==> src/hw/rtl/dq_pkg.sv <==
// Shared constants, codes and controller/datapath interface types for the deque unit.
package dq_pkg;

	localparam int DEPTH     = 64;
	localparam int WORD_BITS = 32;
	localparam int IDX_W     = (DEPTH > 1) ? $clog2(DEPTH) : 1;
	localparam int CNT_W     = $clog2(DEPTH + 1);
	localparam int VAL_W     = 32;
	localparam int FILL_W    = 7;

	typedef enum logic [1:0] {
		KIND_PUSH_FRONT = 2'd0,
		KIND_POP_FRONT  = 2'd1,
		KIND_PUSH_BACK  = 2'd2,
		KIND_POP_BACK   = 2'd3
	} dq_kind_t;

	typedef enum logic [1:0] {
		ST_OK    = 2'd0,
		ST_EMPTY = 2'd1,
		ST_FULL  = 2'd2
	} dq_status_t;

	typedef struct packed {
		logic       exec;
		logic       is_push;
		logic       at_front;
		dq_status_t code;
	} dq_cmd_t;

	typedef struct packed {
		logic full;
		logic empty;
	} dq_flags_t;

endpackage

==> src/hw/rtl/double_ended_queue_unit.sv <==
// Top level of the double-ended queue unit built on a ring store.
// Latency: a result strobes on done in the cycle after the transfer on start.
// A new operation is accepted only while idle; busy stays high for the result cycle.
// Reset: arst_n clears the indices, the count and the controller; the store is not cleared.
// The receiver cannot stall: each result is shown for exactly one cycle.
module double_ended_queue_unit
	import dq_pkg::*;
(
	input  logic                    clk,
	input  logic                    arst_n,
	input  logic                    start,
	output logic                    busy,
	input  logic [1:0]              kind,
	input  logic signed [VAL_W-1:0] push_value,
	output logic                    done,
	output logic signed [VAL_W-1:0] pop_value,
	output logic [1:0]              status,
	output logic [FILL_W-1:0]       fill_count
);

	dq_cmd_t   cmd;
	dq_flags_t flags;

	dq_ctrl u_ctrl (
		.clk    (clk),
		.arst_n (arst_n),
		.start  (start),
		.kind   (kind),
		.flags  (flags),
		.cmd    (cmd),
		.busy   (busy),
		.done   (done)
	);

	dq_datapath u_datapath (
		.clk        (clk),
		.arst_n     (arst_n),
		.cmd        (cmd),
		.push_value (push_value),
		.flags      (flags),
		.pop_value  (pop_value),
		.status     (status),
		.fill_count (fill_count)
	);

endmodule

==> src/hw/rtl/dq_ctrl.sv <==
// Controller state machine that accepts operations and sequences the result strobe.
module dq_ctrl
	import dq_pkg::*;
(
	input  logic       clk,
	input  logic       arst_n,
	input  logic       start,
	input  logic [1:0] kind,
	input  dq_flags_t  flags,
	output dq_cmd_t    cmd,
	output logic       busy,
	output logic       done
);

	typedef enum logic {
		S_IDLE,
		S_RESP
	} state_t;

	state_t state_q;
	logic   busy_q;
	logic   done_q;
	logic   accept;
	logic   is_push;

	assign accept  = start && (state_q == S_IDLE);
	assign is_push = kind inside {KIND_PUSH_FRONT, KIND_PUSH_BACK};

	always_comb begin
		cmd.exec     = accept;
		cmd.is_push  = is_push;
		cmd.at_front = kind inside {KIND_PUSH_FRONT, KIND_POP_FRONT};
		if (is_push) begin
			cmd.code = flags.full ? ST_FULL : ST_OK;
		end else begin
			cmd.code = flags.empty ? ST_EMPTY : ST_OK;
		end
	end

	always_ff @(posedge clk or negedge arst_n) begin
		if (!arst_n) begin
			state_q <= S_IDLE;
			busy_q  <= 1'b0;
			done_q  <= 1'b0;
		end else begin
			case (state_q)
				S_IDLE: begin
					if (accept) begin
						state_q <= S_RESP;
						busy_q  <= 1'b1;
						done_q  <= 1'b1;
					end
				end
				S_RESP: begin
					state_q <= S_IDLE;
					busy_q  <= 1'b0;
					done_q  <= 1'b0;
				end
				default: begin
					state_q <= S_IDLE;
					busy_q  <= 1'b0;
					done_q  <= 1'b0;
				end
			endcase
		end
	end

	assign busy = busy_q;
	assign done = done_q;

endmodule

==> src/hw/rtl/dq_datapath.sv <==
// Datapath with the ring store, the front and back indices and the occupancy count.
module dq_datapath
	import dq_pkg::*;
(
	input  logic                    clk,
	input  logic                    arst_n,
	input  dq_cmd_t                 cmd,
	input  logic signed [VAL_W-1:0] push_value,
	output dq_flags_t               flags,
	output logic signed [VAL_W-1:0] pop_value,
	output logic [1:0]              status,
	output logic [FILL_W-1:0]       fill_count
);

	localparam logic [IDX_W-1:0] LAST_IDX = IDX_W'(DEPTH - 1);

	logic [WORD_BITS-1:0] mem [DEPTH];
	logic [WORD_BITS-1:0] rdata_q;
	logic [IDX_W-1:0]     front_q;
	logic [IDX_W-1:0]     back_q;
	logic [CNT_W-1:0]     occ_q;
	dq_status_t           code_q;
	logic                 pop_ok_q;

	logic [IDX_W-1:0] front_dn;
	logic [IDX_W-1:0] front_up;
	logic [IDX_W-1:0] back_dn;
	logic [IDX_W-1:0] back_up;
	logic [IDX_W-1:0] wr_addr;
	logic [IDX_W-1:0] rd_addr;
	logic             op_ok;
	logic             wr_en;
	logic             rd_en;

	assign front_dn = (front_q == '0) ? LAST_IDX : front_q - 1'b1;
	assign front_up = (front_q == LAST_IDX) ? '0 : front_q + 1'b1;
	assign back_dn  = (back_q == '0) ? LAST_IDX : back_q - 1'b1;
	assign back_up  = (back_q == LAST_IDX) ? '0 : back_q + 1'b1;

	assign op_ok   = cmd.exec && (cmd.code == ST_OK);
	assign wr_en   = op_ok && cmd.is_push;
	assign rd_en   = op_ok && !cmd.is_push;
	assign wr_addr = cmd.at_front ? front_dn : back_q;
	assign rd_addr = cmd.at_front ? front_q : back_dn;

	assign flags.full  = (occ_q >= CNT_W'(DEPTH));
	assign flags.empty = (occ_q == '0);

	always_ff @(posedge clk) begin
		if (wr_en) begin
			mem[wr_addr] <= WORD_BITS'($unsigned(push_value));
		end
		if (rd_en) begin
			rdata_q <= mem[rd_addr];
		end
	end

	always_ff @(posedge clk or negedge arst_n) begin
		if (!arst_n) begin
			front_q  <= '0;
			back_q   <= '0;
			occ_q    <= '0;
			code_q   <= ST_OK;
			pop_ok_q <= 1'b0;
		end else if (cmd.exec) begin
			code_q   <= cmd.code;
			pop_ok_q <= rd_en;
			if (wr_en) begin
				occ_q <= occ_q + 1'b1;
				if (cmd.at_front) begin
					front_q <= front_dn;
				end else begin
					back_q <= back_up;
				end
			end else if (rd_en) begin
				occ_q <= occ_q - 1'b1;
				if (cmd.at_front) begin
					front_q <= front_up;
				end else begin
					back_q <= back_dn;
				end
			end
		end
	end

	always_comb begin
		if (code_q == ST_EMPTY) begin
			pop_value = '1;
		end else if (pop_ok_q) begin
			pop_value = VAL_W'($signed(rdata_q));
		end else begin
			pop_value = '0;
		end
	end

	assign status     = code_q;
	assign fill_count = FILL_W'(occ_q);

endmodule

==> config.mk <==
export PLATFORM = sky130hd
export DESIGN_NAME = double_ended_queue_unit
export DESIGN_NICKNAME = d
export VERILOG_FILES = /design/src/hw/rtl/dq_pkg.sv /design/src/hw/rtl/double_ended_queue_unit.sv /design/src/hw/rtl/dq_ctrl.sv /design/src/hw/rtl/dq_datapath.sv
export SDC_FILE = /design/constraint.sdc
export NUM_CORES = 2
export LEC_CHECK = 0
export BUFFER_PORTS_ARGS = -buffer_cell sky130_fd_sc_hd__buf_2
export CORE_MARGIN = 4
export CORE_UTILIZATION = 40
export DETAILED_ROUTE_END_ITERATION = 10
export GPL_TIMING_DRIVEN = 0
export HOLD_SLACK_MARGIN = 0.08
export SKIP_CTS_REPAIR_TIMING = 1
export SYNTH_ARGS = -nofsm -noshare
export SYNTH_HDL_FRONTEND = slang
export SYNTH_HIERARCHICAL = 1
export SYNTH_SLANG_ARGS = --single-unit
export TNS_END_PERCENT = 5
==> constraint.sdc <==
create_clock -name clk -period 3.5 [get_ports clk]
set_input_delay 0.525 -clock clk [delete_from_list [all_inputs] [get_ports clk]]
set_output_delay 0.525 -clock clk [all_outputs]
set_load 0.02 [all_outputs]
==> results.md <==
Logic synthesis:
- The sequential area share after synthesis is 78.9%.
- The synthesized instance count is 3617.
- Dividing the synthesized area by the synthesized cell count gives 22.1 um^2.
- The cell taking the most area after synthesis is sky130_fd_sc_hd__edfxtp_1.
- The most used flip-flop cell after synthesis is sky130_fd_sc_hd__edfxtp_1.
- The post-synth net total is 3666.
- In this run the biggest area consumer among cell types represents 78.1% of the synthesized area.
- For this run, the number of Yosys warnings is 6.
- After synthesis the netlist holds a flip-flop and latch count of 2104.
- The leading cell type by number of instances after synthesis is sky130_fd_sc_hd__edfxtp_1.
- Yosys attributes the largest share of cell area to sky130_fd_sc_hd__edfxtp_1, sky130_fd_sc_hd__mux4_2, sky130_fd_sc_hd__o22ai_1.
- The cell area after synthesis is 80000 um^2.
- In the synthesized netlist, the cells that appear most often are sky130_fd_sc_hd__edfxtp_1, sky130_fd_sc_hd__mux4_2, sky130_fd_sc_hd__o22ai_1.
- In the synthesized netlist the async set-or-reset flop fraction comes to 1.14%.
- The count of flip-flops with a built-in enable after synthesis is 2080.
- After synthesis, the netlist uses 61 different library cells.

Clock network:
- For this design, the sink count on the clock tree is 2104.
- After clock tree synthesis, the clock-pin slew on the worst setup and hold paths is 0.06 ns.
- TritonCTS built the clock tree.
- In this run the deepest clock path goes through 3 buffers.
- The clock latency on the worst-skew pair is 0.85 ns.
- The library cell used as clock root buffer is sky130_fd_sc_hd__clkbuf_16.
- In this run the number of H-tree levels came out at 4.
- TritonCTS created 208 clock buffers.

Pwr:
- The switching part of the total power is 32.5%.
- The clock network burns 29.0% of the power.
- Combinational logic burns 32.5% of the power.
- The internal cell power is 50.3 mW.
- Of the total power, registers draw 38.4%.
- For this design the static power due to leakage is 30.2 nW.
- The total power is 74.6 mW.
- The worst supply voltage drop on vdd is 539 uV.
- For this design the total switching power over the nets is 24.3 mW.
- The power density normalized to cell area is 782 nW/um^2.

Worst setup path:
- The critical path class is reg -> reg.
- For the worst setup path, the data required time is 4.02 ns.
- Of all nets on the critical path, the largest fanout is 14.
- The signal arrival time at the worst endpoint is 4.18 ns.
- The worst setup path is launched from a flip-flop.
- The type of destination of the critical path is a flip-flop.

GRT:
- The first global-routing pass estimated 333000 um of wire.
- The number of antenna violations at the first check in global routing is 15.
- The via count of the first global-routing pass was 40775.
- Entering global routing, the biggest net connects 65 pins.
- The leftover overflow at the end of global routing is 0.
- Across every metal layer, demand over resource in global routing totals 23.4%.

Floorplanning:
- The area of the placeable core is 198000 um^2.
- Measured along the y axis, the die boundary spans 455 um.
- 80 I/O pins were placed.
- The die covers 207000 um^2.
- The initial standard-cell utilization of the core is 40.4%.
- The horizontal die dimension is 455 um.
- The number of placement rows is 163.

Placement:
- Prior to clock tree synthesis, the placed netlist has a worst setup slack of -2.52 ns.
- The placed cell count is 6426.
- The HPWL after detailed placement is 163000 um.
- The final weighted congestion of routability-driven global placement is 0.885.
- The number of input and output port buffers inserted is 79.

Timing:
- The transition time at the pin with the least slew margin is 1.27 ns.
- After layout, the worst setup slack is -0.157 ns.
- The final-report max-slew violation count is 0.
- The total negative slack is -17.18 ns.
- Setup repair after global routing could not meet its margin everywhere.
- The worst path uses 104% of the clock period.
- Based on the critical path, the design can be clocked at up to 273 MHz.
- Setup violations remaining at the end of the flow were counted as 421.
- Clock skew on the completed layout was measured at 0.0423 ns.
- In this run the tightest slew margin relative to its limit is 15.1%.
- The number of hold violations in the final report came to 0.
- After layout, the minimum clock period comes to 3.66 ns.

Routing:
- The via count is 42854.
- The post-detailed-route wirelength per cell is 36.0 um.
- In the final routing, the length of wire on met1 measures 94200 um.
- The detailed route wirelength on metal3 is 31400 um.
- The count of nets left with antenna violations once routing finished came out at 0.
- Wires add up to 249000 um.
- After detailed routing, the number of vias per cell comes to 6.19.
- The remaining design rule violation count is 0.
- After detailed routing, the met2 layer carries 111000 um of wire.
- The first detailed-routing pass took 6 iterations.
- The detailed router finished its first iteration with 6712 violations.
- The top layer used by detailed routing is met5.

Flow run:
- The count of maximum capacitance violations is 0.

Cells and area:
- The final cell count without fillers is 6921.
- The final net count is 4155.
- Relative to the synthesized area, the layout overhead comes to 19.2%.
- Summing all multi-input logic gate instances after layout gives 16900 um^2.
- The sequential cell area in the final layout is 63100 um^2.
- The filler cell count is 15839.
- In the final layout, the share of cells above drive strength 1 is 33.4%.

Min path:
- The class of the most critical hold timing path is in -> reg.

Status:
- The final reports fail on negative setup slack.
- The run finished, with violations left.
==> flip-flops by register name (all words and copies together), names as in the netlist <==
register and flops:
u_ctrl/done 1, u_ctrl/state_q 1, u_datapath/back_q 6, u_datapath/fill_count 7
u_datapath/front_q 6, u_datapath/mem 2048, u_datapath/pop_ok_q 1, u_datapath/rdata_q 32
u_datapath/status 2
==> cell families after synthesis <==
family | after synthesis | synth area share, %
flip-flops | 2104 | 78.9
multiplexers | 524 | 14.5
AND/OR/NAND/NOR | 401 | 2.43
adder cells (fa/ha/maj) | 12 | 0.197
buffers and inverters | 220 | 1.18
XOR/XNOR | 10 | 0.110
AO/OA/AOI/OAI | 346 | 2.73
==> stage by stage <==
| stage | area (um^2) | hold WS (ns) | util (%) |
|---|---|---|---|
| CTS | 92600 | -0.349 | 46.8 |
| global placement | 83700 | 0.420 | 42.2 |
| floorplan | 80000 | 0.229 | - |
| global route | 95300 | 0.0803 | 48.1 |
| finish | 95300 | 0.0772 | 48.1 |
| detailed placement | 86100 | 0.433 | 43.5 |
==> area by class of cell <==
cell class / count / share of cell area, %
Sequential cell: 2104 / 66.2
Multi-Input combinational cell: 1293 / 17.8
Clock buffer: 267 / 5.81
Timing Repair Buffer: 286 / 3.91
Tap cell: 2640 / 3.47
Buffer: 197 / 1.75
Clock inverter: 115 / 1.05
Inverter: 16 / 0.0696
Antenna cell: 3 / 0.00788
==> worst paths after layout <==
path | slack (ns) | to | depth (start not counted) | startpoint
worst max-delay path | -0.16 | u_datapath/mem[34][18] | 10 | u_datapath/front_q[2]
worst min-delay path | 0.08 | u_datapath/status[0] | 3 | kind[0]
worst max register to register | -0.16 | u_datapath/mem[34][18] | 10 | u_datapath/front_q[2]
worst min register to register | 0.44 | u_ctrl/state_q | 1 | u_ctrl/state_q
max in group asynchronous | 2.85 | u_datapath/back_q[2] | 2 | arst_n
min in group asynchronous | 0.21 | u_datapath/front_q[3] | 2 | arst_n
==> per-layer routing <==
metal	vias to the layer above	track usage [%]
li1	16389	-
met3	574	6.16
met5	-	0
met2	2943	34.9
met1	22940	33.0
met4	8	9.75
==> power by group through the flow <==
stage               combinational, mW  clock (mW)  sequential [mW]
floorplan                        12.7           0             29.1
global placement                 21.3           0             29.1
detailed placement               21.9           0             29.1
CTS                              22.0        21.9             28.6
global route                     24.9        23.0             28.7
finish                           24.3        21.7             28.6
==> layout by cell type (no fill, tap or decap), drive strengths merged, types with 7 or more instances in the layout <==
cell type	n
a21oi	18
a31oi	11
and3	8
buf	393
bufinv	15
clkbuf	355
clkinv	89
dfrtp	24
edfxtp	2080
ha	11
inv	22
mux2i	13
mux4	506
nand2	129
nand2b	7
nand3	18
nand4	7
nor2	118
nor2b	10
nor3	12
o21ai	35
o22ai	238
or3	10
or4	62
==> critical path, cell delays in order (launching register included) <==
cell	delay (ns)
sky130_fd_sc_hd__dfrtp_1	0.41
sky130_fd_sc_hd__clkbuf_1	0.22
sky130_fd_sc_hd__nor3_1	0.33
sky130_fd_sc_hd__o21ai_0	0.16
sky130_fd_sc_hd__a21oi_1	0.36
sky130_fd_sc_hd__a21oi_1	0.18
sky130_fd_sc_hd__nor2_1	0.32
sky130_fd_sc_hd__nand2_2	0.37
sky130_fd_sc_hd__nor2_4	0.46
sky130_fd_sc_hd__buf_12	0.25
sky130_fd_sc_hd__buf_16	0.19
Note: power is estimated with default switching activity, not from simulation.
